<file path="config.mk">
export PLATFORM = sky130hd
export DESIGN_NAME = ogrc_front
export DESIGN_NICKNAME = d
export VERILOG_FILES = /design/src/ogrc_pkg.sv /design/src/ogrc_front.sv
export SDC_FILE = /design/constraint.sdc
export NUM_CORES = 1
export LEC_CHECK = 0
export BUFFER_PORTS_ARGS = -buffer_cell sky130_fd_sc_hd__buf_2
export CAP_MARGIN = 10
export CORE_MARGIN = 8
export CORE_UTILIZATION = 50
export DETAILED_ROUTE_END_ITERATION = 16
export PLACE_DENSITY_LB_ADDON = 0.05
export RECOVER_POWER = 50
export SYNTH_ARGS = -nofsm -noshare
export SYNTH_HDL_FRONTEND = slang
export SYNTH_SLANG_ARGS = --single-unit
</file>
<file path="constraint.sdc">
create_clock -name vclk -period 14.39
set_input_delay 0.7195 -clock vclk [all_inputs]
set_output_delay 0.7195 -clock vclk [all_outputs]
set_load 0.02 [all_outputs]
</file>
<file path="src/ogrc_pkg.sv">
// Shared types, constants and tables of the occupancy grid ray caster.
// Depends on nothing; every other file but ogrc_ram imports it.
package ogrc_pkg;

    // Map store geometry
    localparam int MAP_SIDE   = 512;
    localparam int MAP_SIDE_W = $clog2(MAP_SIDE);
    localparam int COLS_W     = MAP_SIDE_W + 1;
    localparam int MAP_CELLS  = MAP_SIDE * MAP_SIDE;
    localparam int MAP_ADDR_W = $clog2(MAP_CELLS);

    // Beam numbering
    localparam int MAX_BEAMS = 4096;

    // Datapath widths
    localparam int STEP_W  = 21;               // cell edge
    localparam int DIST_W  = 25;               // distance along the beam
    localparam int TRIG_W  = 33;               // cosine and sine, Q2.30 plus headroom
    localparam int Z_W     = 18;               // CORDIC residual angle
    localparam int PROD_W  = DIST_W + 1 + TRIG_W;
    localparam int F_W     = PROD_W - 30;      // beam offset in Q13.16
    localparam int REM_W   = 30;               // in-cell remainder
    localparam int GRID_W  = 36;               // cell coordinate
    localparam int DIVD_W  = 32;               // magnitude of pose minus origin
    localparam int APB_ADDR_W = 5;

    // CORDIC
    localparam int CORDIC_STEPS = 16;
    localparam int ITER_W       = $clog2(CORDIC_STEPS);
    localparam logic signed [TRIG_W-1:0] CORDIC_GAIN = 33'sd652032874;

    // Request queue
    localparam int QUEUE_DEPTH = 2;
    localparam int QPTR_W      = $clog2(QUEUE_DEPTH);

    // Command codes
    localparam logic CMD_WRITE = 1'b0;
    localparam logic CMD_CAST  = 1'b1;

    localparam logic signed [7:0] WALL_VALUE = 8'sd100;

    // Register indexes
    localparam logic [2:0] REG_CELL_SIZE    = 3'd0;
    localparam logic [2:0] REG_ORIGIN_X     = 3'd1;
    localparam logic [2:0] REG_ORIGIN_Y     = 3'd2;
    localparam logic [2:0] REG_MAP_COLUMNS  = 3'd3;
    localparam logic [2:0] REG_MAP_ROWS     = 3'd4;
    localparam logic [2:0] REG_MAX_RANGE    = 3'd5;
    localparam logic [2:0] REG_FIRST_ANGLE  = 3'd6;
    localparam logic [2:0] REG_ANGLE_STEP   = 3'd7;

    // Register reset values
    localparam logic [20:0] CELL_SIZE_RST   = 21'd3277;
    localparam logic [9:0]  MAP_SIZE_RST    = 10'd512;
    localparam logic [23:0] MAX_RANGE_RST   = 24'd655360;
    localparam logic [15:0] ANGLE_STEP_RST  = 16'd46;

    typedef struct packed {
        logic               cmd;
        logic [17:0]        cell_index;
        logic signed [7:0]  cell_value;
        logic signed [31:0] robot_x;
        logic signed [31:0] robot_y;
        logic [15:0]        robot_heading;
        logic [11:0]        beam_number;
    } request_t;

    typedef struct packed {
        logic [11:0] beam_out;
        logic        hit;
        logic [24:0] hit_range;
    } result_t;

    typedef struct packed {
        logic [20:0]        cell_size;
        logic signed [31:0] map_origin_x;
        logic signed [31:0] map_origin_y;
        logic [9:0]         map_columns;
        logic [9:0]         map_rows;
        logic [23:0]        max_range;
        logic [15:0]        first_beam_angle;
        logic [15:0]        beam_angle_step;
    } cfg_t;

    // Classified request as held in the queue
    typedef struct packed {
        logic                  cmd;
        logic                  cell_keep;
        logic                  cell_wall;
        logic [MAP_ADDR_W-1:0] cell_addr;
        logic [11:0]           beam;
        logic [15:0]           angle;
        logic signed [31:0]    pos_x;
        logic signed [31:0]    pos_y;
    } entry_t;

    // Arctangent of 2^-i in binary angle units
    function automatic logic [13:0] atan_unit(input logic [ITER_W-1:0] i);
        logic [13:0] a;
        case (i)
            4'd0:    a = 14'd8192;
            4'd1:    a = 14'd4836;
            4'd2:    a = 14'd2555;
            4'd3:    a = 14'd1297;
            4'd4:    a = 14'd651;
            4'd5:    a = 14'd326;
            4'd6:    a = 14'd163;
            4'd7:    a = 14'd81;
            4'd8:    a = 14'd41;
            4'd9:    a = 14'd20;
            4'd10:   a = 14'd10;
            4'd11:   a = 14'd5;
            4'd12:   a = 14'd3;
            4'd13:   a = 14'd1;
            4'd14:   a = 14'd1;
            default: a = 14'd0;
        endcase
        return a;
    endfunction

endpackage

</file>
<file path="src/ogrc_front.sv">
// Front end: takes requests, decodes the command and works out the beam angle.
// Depends on ogrc_pkg.
module ogrc_front (
    input  logic              start,
    input  ogrc_pkg::request_t request,
    input  logic [15:0]       first_beam_angle,
    input  logic [15:0]       beam_angle_step,
    input  logic              full,
    output logic              busy,
    output logic              push,
    output ogrc_pkg::entry_t  entry
);
    import ogrc_pkg::*;

    logic [11:0] beam;
    logic [27:0] spin;

    // Hold requests off while the queue is full
    assign busy = full;
    assign push = start && !full;

    // Reduce the beam number and form the beam angle
    assign beam = 12'(request.beam_number % MAX_BEAMS);
    assign spin = 28'(beam) * 28'(beam_angle_step);

    always_comb
    begin
        entry.cmd       = request.cmd;
        entry.cell_keep = ({1'b0, request.cell_index} < 19'(MAP_CELLS));
        entry.cell_wall = (request.cell_value == WALL_VALUE);
        entry.cell_addr = MAP_ADDR_W'(request.cell_index);
        entry.beam      = beam;
        entry.angle     = 16'(request.robot_heading + first_beam_angle + spin[15:0]);
        entry.pos_x     = request.robot_x;
        entry.pos_y     = request.robot_y;
    end

endmodule

</file>
### After elaboration in Yosys (flattened, before gate mapping)

Index checks and enable logic that the tools add are counted.

* $add $sub $neg: 2
* $mul: 1
* eq/ne operators: 1
* reduce and logical (&&, ||, !) cells: 2

Operator list (count)
* adder 16 bit: 2
* multiplier 12 x 16 -> 16 bit: 1
* == test 8 bit (second input constant): 1
* logical AND 1 bit: 1
* zero test 1 bit: 1

* register bits: 0
* input bits: 153
* output and inout port bits: 115
* logic and storage cells: 6

### Logic depth before layout (Yosys ltp)

Gate-level depths: netlist (run 1).

* depth after elaboration: 2
* depth in mapped cells: 21
* mapped depth without buffers: 20

### Worst setup path after synthesis (run 1)

No wires, ideal clock.

* kind: input to output
* from: in request[0] (netlist bit)
* to: out entry[79] (netlist bit)
* arrival time: 5.757 ns
* required time: 13.670 ns
* slack: 7.913 ns
* stages on the path: 19
* path buffers: 1
* cells stage by stage: clkbuf_1 -> and2_1 -> fa_1 -> inv_1 -> fa_1 -> inv_1 -> fa_1 -> fa_1 -> fa_1 -> inv_1 -> fa_1 -> inv_1 -> ha_1 -> a21o_1 -> a2111oi_0 -> nor2_1 -> a31oi_2 -> a21oi_1 -> xnor2_1

RTL lines
* start, declared: RTL line ogrc_front.sv:5 `input ogrc_pkg::request_t request,`
* end, declared: RTL line ogrc_front.sv:11 `output ogrc_pkg::entry_t entry`

==> results, run 1 <==
- The number of antenna violations at the first check in global routing is 0.
- 268 I/O pins were placed.
- The critical path goes through buf_2 -> and2_1 -> fa_1 -> inv_1 -> fa_1 -> inv_1 -> fa_1 -> fa_1 -> fa_1 -> inv_1 -> fa_1 -> inv_1 -> ha_1 -> a21o_1 -> a2111oi_0 -> nor2_1 -> a31oi_2 -> a21oi_1 -> xnor2_1 -> buf_2.
- The first-pass GRT wire length is 19.9 mm.
- The required time reported for the critical path endpoint is 13.67 ns.
- The final number of max-transition violations is 0.
- The cell with the biggest individual delay on the critical path is sky130_fd_sc_hd__fa_1.
- The max-cap violation count is 0.
- The top cell type's share of synthesized area is 39.5%.
- The total number of vias is 3,544.
- Of all nets on the critical path, the largest fanout is 17.
- The total global routing overflow is 0.
- The largest stage delay on the critical path is 0.54 ns.
- Ranked by total cell area, the synthesized netlist is headed by sky130_fd_sc_hd__fa_1 (39%), sky130_fd_sc_hd__buf_4 (14%), sky130_fd_sc_hd__inv_1 (10%), sky130_fd_sc_hd__ha_1 (10%), sky130_fd_sc_hd__and2_1 (7.2%).
- In this design, the largest share of critical-path delay is due to adder cells.
- The cell type contributing the most total cell area after synthesis is sky130_fd_sc_hd__fa_1.
- STA classifies the critical path endpoint as an output pin.
- The average size of a mapped cell is 8.57 um^2.
- The count of clock buffers in the final design is 0.
- Timing would allow up to 149 MHz.
- The minimum clock period is 6.72 ns.
- The kind of critical path is in -> out.
- Buffers inserted to repair hold after CTS numbered 0.
- Summed over all failing endpoints, the final setup total negative slack is 0 ns.
- The number of setup buffers added after CTS is 0.
- The library cell appearing most often on the critical path is sky130_fd_sc_hd__fa_1.
- The width of the die is 119 um.
- After synthesis, the most frequently instantiated cells are sky130_fd_sc_hd__inv_1 (145), sky130_fd_sc_hd__fa_1 (104), sky130_fd_sc_hd__buf_4 (98).
- By instance count, the leading cell after synthesis is sky130_fd_sc_hd__inv_1.
- The area of the core is 10,300 um^2.
- The number of diodes is 0.
- In the routed design, unresolved DRC markers number 0.
- The first-pass detailed-route iteration total is 4.
- The multi-input logic area is 3940 um^2.
- After clock tree synthesis, the repair step resized 0 gates.
- Counting both buffers and inverters, the worst setup path holds a total of 6.
- The initialized floorplan defines 37 standard-cell rows.
- Entering global routing, the biggest net connects 18 pins.
- The count of nets left with antenna violations once routing finished came out at 0.
- The number of setup violations in the final report is 0.
- The flow ran to the end, and the final reports show no timing, DRC or antenna violations.
- The post-DP HPWL is 10.4 mm.
- The synthesized cell area is 5280 um^2.
- The global placer's final weighted congestion is 0.793.
- Data on the critical path arrives at its endpoint at 6.00 ns.
- The number of library cell types mapped by synthesis is 36.
- The number of nets produced by synthesis is 916.
- After detailed routing, the average wire length per cell comes to 15.8 um.
- During placement, the flow inserted port buffers numbering 101.
- The sequential cell count is 0.
- The number of hold-slack violations in the final timing report is 0.
- Setup repair after global routing left no endpoint under its margin.
- The post-route clock period utilization is 46.7%.
- Across the whole layout, storage elements account for 0 um^2.
- The number of global-route vias before repair was 4,071.
- The share of the Yosys chip area taken by registers is 0%.
- The kind of launch point of the worst setup path is an input port.
- The type of the tightest min-delay check is in -> out.
- The via density per instance is 4.78.
- For this run, the number of Yosys warnings is 0.
- The number of DRC markers in iteration 0 is 126.
- The total wirelength of the detailed-routed design is 11.7 mm.
- The die is 119 um tall.
- The fill cell instance count of the final layout is 1,023.
- The number of cells produced by synthesis is 616.
- The ratio of cells with drive above 1 in the final layout is 18.8%.
- The effective utilization at floorplan is 51.3%.
- The final net count is 908.
- The area overhead of the layout relative to synthesis is -2.21%.
- The die footprint is 14,100 um^2.
- The global routing usage summed across all routing layers is 16.9%.
[per-stage QoR]
stage	setup slack, ns	hold WS, ns	std cells	area (um^2)	util, %
after floorplan	7.91	1.52	616	5280	-
after global placement	7.75	1.44	742	5160	50.2
after detailed placement	7.66	1.44	742	5160	50.2
after CTS	7.64	1.44	742	5160	50.2
after global routing	7.38	1.44	742	5160	50.2
final	7.67	1.44	742	5160	50.2
[cell type report]
type | instances | area share (%)
Timing Repair Buffer | 101 | 9.80
Inverter | 145 | 10.5
Multi-Input combinational cell | 360 | 76.4
Tap cell | 136 | 3.30
[cells by family after synthesis]
group / Yosys count / synth area share (%)
AND/OR/NAND/NOR: 147 / 14.2
other: 1 / 0.0711
multiplexers: 1 / 0.190
buffers and inverters: 256 / 25.3
AO/OA/AOI/OAI: 28 / 3.98
XOR/XNOR: 36 / 6.54
adder cells (fa/ha/maj): 147 / 49.7
[layout by cell type, fill, tap and decap left out, types with 4 or more instances in the layout]
cell type                 instances
sky130_fd_sc_hd__o21ai_0          4
sky130_fd_sc_hd__o21a_1           4
sky130_fd_sc_hd__nor2_1          10
sky130_fd_sc_hd__xor2_1           9
sky130_fd_sc_hd__fa_1           104
sky130_fd_sc_hd__and2_2           5
sky130_fd_sc_hd__a21oi_1          5
sky130_fd_sc_hd__and2_1          61
sky130_fd_sc_hd__nand2_1         63
sky130_fd_sc_hd__buf_2          101
sky130_fd_sc_hd__inv_1          145
sky130_fd_sc_hd__ha_1            43
sky130_fd_sc_hd__xnor2_1         24
[worst paths after layout]
kind	startpoint	to	slack (ns)	cells past startpoint
worst max-delay path	request[0]	entry[79]	7.67	20
worst min-delay path	request[108]	entry[100]	1.44	0
[routing by layer]
layer,global-route usage (%),vias up,part of all wire [%]
li1,-,1670,-
met1,20.0,1723,41
met2,31.0,123,52
met3,2.62,28,4.4
met4,4.51,0,2.6
met5,0,-,0
Power of run 1 is left out: the tool's default activity adds up to more than one toggle a clock period on the data nets, which glitch-free logic cannot reach.
==> run 2, diff against run 1 <==
--- a/config.mk
+++ b/config.mk
@@ -8,7 +8,7 @@
 export BUFFER_PORTS_ARGS = -buffer_cell sky130_fd_sc_hd__buf_2
 export CAP_MARGIN = 10
 export CORE_MARGIN = 8
-export CORE_UTILIZATION = 50
+export CORE_UTILIZATION = 49
 export DETAILED_ROUTE_END_ITERATION = 16
 export PLACE_DENSITY_LB_ADDON = 0.05
 export RECOVER_POWER = 50
==> constraint.sdc (replaced) <==
create_clock -name vclk -period 7
set_input_delay 0.35 -clock vclk [all_inputs]
set_output_delay 0.35 -clock vclk [all_outputs]
set_load 0.02 [all_outputs]
==> run 2 against run 1 <==
Against the previous run: core utilization decreased by 1.7 points; count of clock-buffer cells in the layout unchanged; hold slack got worse by 0.74 ns; routed wire length decreased by 0.62%; design area about the same.
==> results, run 2 (synthesis gave the netlist of run 1 again) <==
- The flow ran to the end, and the final reports show no timing, DRC or antenna violations.
- The ratio of cells with drive above 1 in the final layout is 18.8% (unchanged).
- The area overhead of the layout relative to synthesis is -2.11% (about the same).
- Following the worst setup path forward leads to its endpoint at entry[79].
- The minimum clock period is 5.96 ns.
- The largest stage delay on the critical path is 0.53 ns (about the same).
- The critical path goes through buf_2 -> and2_1 -> fa_1 -> inv_1 -> fa_1 -> inv_1 -> fa_1 -> fa_1 -> fa_1 -> inv_1 -> fa_1 -> inv_1 -> ha_1 -> a21o_1 -> a2111oi_0 -> nor2_1 -> a31oi_2 -> a21oi_1 -> xnor2_1 -> buf_2.
- The die footprint was 14,300 um^2 (+1.8%).
- The residual DRC count is 0 (unchanged).
- Among all stages on the critical path, the largest delay is contributed by sky130_fd_sc_hd__fa_1.
- The total wirelength of the detailed-routed design is 11.7 mm (-0.62%).
- The total number of vias came to 3,513 (-0.87%).
- The kind of critical path is in -> out.
- The final net count is 908 (unchanged).
- The average routed wire per standard cell is 15.6 um (-1.2%).
- In this run the worst setup path begins at request[0].
- The number of I/O pins is 268 (unchanged).
- The element type at the critical path end is an output pin.
- The max-cap violation count came to 0 (unchanged).
- The maximum fanout count along the critical path is 17 (unchanged).
- The post-CTS repair timing setup buffer count is 0 (unchanged).
- The width of the die is 120 um (+0.88%).
- The global routing usage summed across all routing layers was 16.8% (-0.084 points).
- The number of hold buffers added after cts is 0 (unchanged).
- The effective utilization at floorplan is 49.5% (-1.8 points).
- The data arrival time of the critical path is 5.61 ns (-0.39 ns).
- The multi-input logic area was 3940 um^2 (unchanged).
- The required time reported for the critical path endpoint is 6.65 ns (-7.02 ns).
- The pin count of the biggest net entering global routing is 18 (unchanged).
- Leaving out fill and tap cells, the most frequent cells in the layout are sky130_fd_sc_hd__inv_1 (145), sky130_fd_sc_hd__fa_1 (104), sky130_fd_sc_hd__buf_2 (101), sky130_fd_sc_hd__nand2_1 (63), sky130_fd_sc_hd__and2_1 (61).
- The count of cells resized by post-cts repair is 0 (unchanged).
- The area used by sequential logic in the layout came to 0 um^2 (unchanged).
- The count of clock buffers in the final design came to 0 (unchanged).
- The most numerous cell type found on the critical path is sky130_fd_sc_hd__fa_1.
- The post-DP HPWL was 10.3 mm (-1.3%).
- The total global routing overflow is 0 (unchanged).
- The number of setup violations in the final report is 0 (unchanged).
- The number of antenna violations at the first check in global routing is 0 (unchanged).
- Setup repair after global routing left no endpoint under its margin.
- The source of the worst hold timing path is request[29].
- The most frequent standard cell in the layout excluding fill and tap cells is sky130_fd_sc_hd__inv_1.
- The number of diodes is 0 (unchanged).
- Based on the critical path, the design can be clocked at up to 168 MHz.
- The global placer's final weighted congestion is 0.859 (+8.2%).
- The setup TNS is 0 ns (unchanged).
- The area of the core was 10,700 um^2 (+3.6%).
- The number of DRC markers in iteration 0 is 105 (-17%).
- The vertical die dimension is 120 um (+0.88%).
- The fill cell instance count of the final layout is 1,101 (+7.6%).
- The via density per instance is 4.71 (-1.4%).
- The worst setup path is launched from an input port.
- The final number of max-transition violations is 0 (unchanged).
- The first-pass GRT wire length is 20.0 mm (+0.38%).
- The number of buffers added on ports is 101 (unchanged).
- The post-detailed-route count of antenna-violating nets is 0 (unchanged).
- Dividing the final minimum period by the clock period gives 85.2%.
- The first-pass detailed-route iteration total is 4 (unchanged).
- The type of the tightest min-delay check is in -> out.
- The floorplan row count was 38 (+2.7%).
- The number of hold-slack violations in the final timing report is 0 (unchanged).
- The number of global-route vias before repair is 4,071 (unchanged).
- The sequential cell count came to 0 (unchanged).
## run 2: how the worst min path moves through the flow
stage	depth (start not counted)	endpoint
after floorplan	1	push
after detailed placement	0	entry[103]
final	0	entry[1]
after CTS	0	entry[103]
after global routing	0	entry[47]
after global placement	0	entry[103]
## run 2: cell type report
cell class | count | area share, %
well taps | 140 | 3.39
multi-input cells | 360 | 76.3
repair buffers | 101 | 9.79
inverters | 145 | 10.5
## run 2: layer usage
metal	global-route usage (%)	wire (um)	vias to the layer above
li1	-	-	1671
met1	20.2	4840	1714
met2	31.2	6050	104
met3	2.25	499	24
met4	3.75	278	0
met5	0	0	-
## run 2: metrics by stage
stage / hold WS [ns] / setup WS, ns / instance area, um^2 / std cells / util (%)
finish: 0.700 / 1.04 / 5160 / 746 / 48.5
CTS: 0.700 / 0.987 / 5160 / 746 / 48.5
detailed placement: 0.700 / 0.996 / 5160 / 746 / 48.5
global placement: 0.700 / 1.09 / 5160 / 746 / 48.5
global route: 0.700 / 0.778 / 5160 / 746 / 48.5
floorplan: 0.778 / 1.26 / 5280 / 616 / -
## run 2: worst max-delay path: cells and delay by family
family,cells,cell delay [ns]
AO/OA/AOI/OAI,4,0.99
adder cells (fa/ha/maj),7,3.27
buffers and inverters,6,0.56
XOR/XNOR,1,0.15
AND/OR/NAND/NOR,2,0.30
Power of run 2 is left out for the same reason.
==> run 3, diff against run 2 <==
--- a/config.mk
+++ b/config.mk
@@ -5,10 +5,11 @@
 export SDC_FILE = /design/constraint.sdc
 export NUM_CORES = 1
 export LEC_CHECK = 0
+export ABC_AREA = 1
 export BUFFER_PORTS_ARGS = -buffer_cell sky130_fd_sc_hd__buf_2
 export CAP_MARGIN = 10
 export CORE_MARGIN = 8
-export CORE_UTILIZATION = 49
+export CORE_UTILIZATION = 50
 export DETAILED_ROUTE_END_ITERATION = 16
 export PLACE_DENSITY_LB_ADDON = 0.05
 export RECOVER_POWER = 50
==> run 3 against run 2 <==
Against the previous run: core utilization increased by 0.62 points; global-route usage increased by 0.71 points; routed wire length increased by 9.5%; final cell count increased by 24%; worst setup slack improved by 0.20 ns.
==> results, run 3 <==
- The flow ran to the end, and the final reports show no timing, DRC or antenna violations.
- The total wirelength of the detailed-routed design is 12.8 mm (+9.5%).
- The total buffers and inverters traversed by the critical path is 10 (+4).
- The pin count of the biggest net entering global routing is 18 (unchanged).
- The highest attainable clock frequency is 174 MHz (+3.5%).
- The width of the die is 122 um (+2.2%).
- The minimum clock period is 5.76 ns (-0.204 ns).
- The number of antenna violations at the first check in global routing was 0 (unchanged).
- The final net count was 1,082 (+19%).
- The post-route clock period utilization was 82.3% (-2.9 points).
- The dominant delay contributor by cell family on the critical path is adder cells.
- The total global routing overflow was 0 (unchanged).
- The vertical die dimension is 122 um (+2.2%).
- The number of cells produced by synthesis is 797 (+29%).
- The synthesized cell area was 5660 um^2 (+7.3%).
- The average size of a mapped cell is 7.10 um^2 (-17%).
- The multi-input logic area came to 3920 um^2 (-0.60%).
- The number of hold-slack violations in the final timing report is 0 (unchanged).
- The top cell type's share of synthesized area is 36.8% (-2.7 points).
- The count of cells resized by post-cts repair is 0 (unchanged).
- In the post-synthesis netlist, the biggest area contributors are sky130_fd_sc_hd__fa_1 (37%), sky130_fd_sc_hd__inv_1 (16%), sky130_fd_sc_hd__buf_4 (13%), sky130_fd_sc_hd__nand2_1 (13%), sky130_fd_sc_hd__ha_1 (9.5%).
- Leaving out fill and tap cells, the most frequent cells in the layout are sky130_fd_sc_hd__inv_1 (242), sky130_fd_sc_hd__nand2_1 (196), sky130_fd_sc_hd__fa_1 (104), sky130_fd_sc_hd__buf_2 (101), sky130_fd_sc_hd__ha_1 (43).
- The number of library cell types mapped by synthesis is 29 (-19%).
- The startpoint identified for the worst hold timing path is request[109].
- The element type at the critical path end is an output pin.
- Sorting the synthesized cells by how often they occur yields sky130_fd_sc_hd__inv_1 (242), sky130_fd_sc_hd__nand2_1 (196), sky130_fd_sc_hd__fa_1 (104).
- The data arrival time of the critical path is 5.41 ns (-0.20 ns).
- The library cell appearing most often on the critical path is sky130_fd_sc_hd__inv_1.
- The fill cell instance count of the final layout is 1,220 (+11%).
- The post-detailed-route count of antenna-violating nets is 0 (unchanged).
- The floorplan row count is 39 (+2.6%).
- The number of nets produced by synthesis is 1,097 (+20%).
- The count of clock buffers in the final design came to 0 (unchanged).
- The required time reported for the critical path endpoint is 6.65 ns (about the same).
- The setup TNS was 0 ns (unchanged).
- sky130_fd_sc_hd__fa_1 takes more of the synthesized area than any other cell.
- In this run the worst setup path begins at request[0].
- The kind of launch point of the worst setup path is an input port.
- The sequential cell count is 0 (unchanged).
- The number of diodes was 0 (unchanged).
- The area of the core is 11,200 um^2 (+5.4%).
- The first-pass detailed-route iteration total is 5 (+1).
- The cell with the biggest individual delay on the critical path is sky130_fd_sc_hd__fa_1.
- The sequential element share of the synthesized area was 0% (unchanged).
- The post-CTS repair timing setup buffer count is 0 (unchanged).
- The average routed wire per standard cell came to 13.8 um (-12%).
- The first-pass GRT wire length is 21.6 mm (+8.2%).
- The global routing usage summed across all routing layers came to 17.5% (+0.71 points).
- The ratio of cells with drive above 1 in the final layout is 14.4% (-4.5 points).
- The most frequent cell after synthesis is sky130_fd_sc_hd__inv_1.
- The number of DRC markers in iteration 0 is 160 (+52%).
- The total number of vias is 4,250 (+21%).
- The residual DRC count was 0 (unchanged).
- The number of hold buffers added after cts is 0 (unchanged).
- The maximum fanout count along the critical path came to 17 (unchanged).
- The critical path is of the in -> out type.
- The number of warnings issued by yosys is 0 (unchanged).
- The area used by sequential logic in the layout is 0 um^2 (unchanged).
- The via density per instance was 4.60 (-2.2%).
- The number of I/O pins came to 268 (unchanged).
- The max-cap violation count is 0 (unchanged).
- The largest stage delay on the critical path is 0.53 ns (about the same).
- The number of buffers added on ports is 101 (unchanged).
- Setup repair after global routing left no endpoint under its margin.
- The area overhead of the layout relative to synthesis is -2.61%.
- The number of global-route vias before repair is 4,579 (+12%).
- The global placer's final weighted congestion is 0.828 (-3.6%).
- The number of setup violations in the final report came to 0 (unchanged).
- The final number of max-transition violations is 0 (unchanged).
- The effective utilization at floorplan is 50.4% (+0.89 points).
- The post-DP HPWL came to 11.5 mm (+12%).
- The type of the tightest min-delay check is in -> out.
- Leaving out fill and tap cells, the most frequent cell in the layout is sky130_fd_sc_hd__inv_1.
- The die footprint came to 15,000 um^2 (+4.4%).
## run 3: cell types whose count changed in the layout (fill, tap and decap cells not counted), moves of 3 or more
cell and delta:
sky130_fd_sc_hd__nand3b_1 +5, sky130_fd_sc_hd__a21oi_1 +5, sky130_fd_sc_hd__inv_1 +97, sky130_fd_sc_hd__a211oi_1 -3
sky130_fd_sc_hd__o21a_1 -4, sky130_fd_sc_hd__nand2_1 +133, sky130_fd_sc_hd__nor2_1 +6, sky130_fd_sc_hd__nand2b_1 -3
sky130_fd_sc_hd__and2_2 -5, sky130_fd_sc_hd__nand3_1 +22, sky130_fd_sc_hd__and2_1 -60, sky130_fd_sc_hd__nand2_2 +6
sky130_fd_sc_hd__xnor2_1 -20
## run 3: worst paths after layout
| check | to | cells after the start |
|---|---|---|
| min | entry[101] | 0 |
| max | entry[75] | 25 |
## run 3: cells by family after synthesis
kind of cell	count (synthesis)	share of synthesized area, %
buf+inv	361	30.8
simple gates	252	18.2
fa+ha+maj	147	46.3
compound gates	21	2.34
xor+xnor	15	2.32
other cells	1	0.0662
## run 3: per-layer routing
layer / vias to the layer above / part of all wire, % / track usage (%)
li1: 2107 / - / -
met1: 2027 / 43 / 22.6
met2: 104 / 52 / 32.8
met3: 12 / 4.8 / 1.61
met4: 0 / 0.25 / 0.533
met5: - / 0 / 0
## run 3: layout make-up
class,count,share of cell area [%]
inverter,243,16.5
multi-input combinational,436,71.0
timing repair buffer,101,9.17
tap,143,3.25
## run 3: stage by stage
step | utilization [%] | worst slack [ns] | hold WS, ns | instances | instance area, um^2
5_1_grt | 49.1 | 0.967 | 0.700 | 923 | 5510
6_report | 49.1 | 1.24 | 0.700 | 923 | 5510
2_1_floorplan | - | 1.41 | 0.780 | 797 | 5660
4_1_cts | 49.1 | 1.23 | 0.700 | 923 | 5510
3_5_place_dp | 49.1 | 1.23 | 0.700 | 923 | 5510
3_3_place_gp | 49.1 | 1.27 | 0.700 | 923 | 5510
Power of run 3 is left out for the same reason.
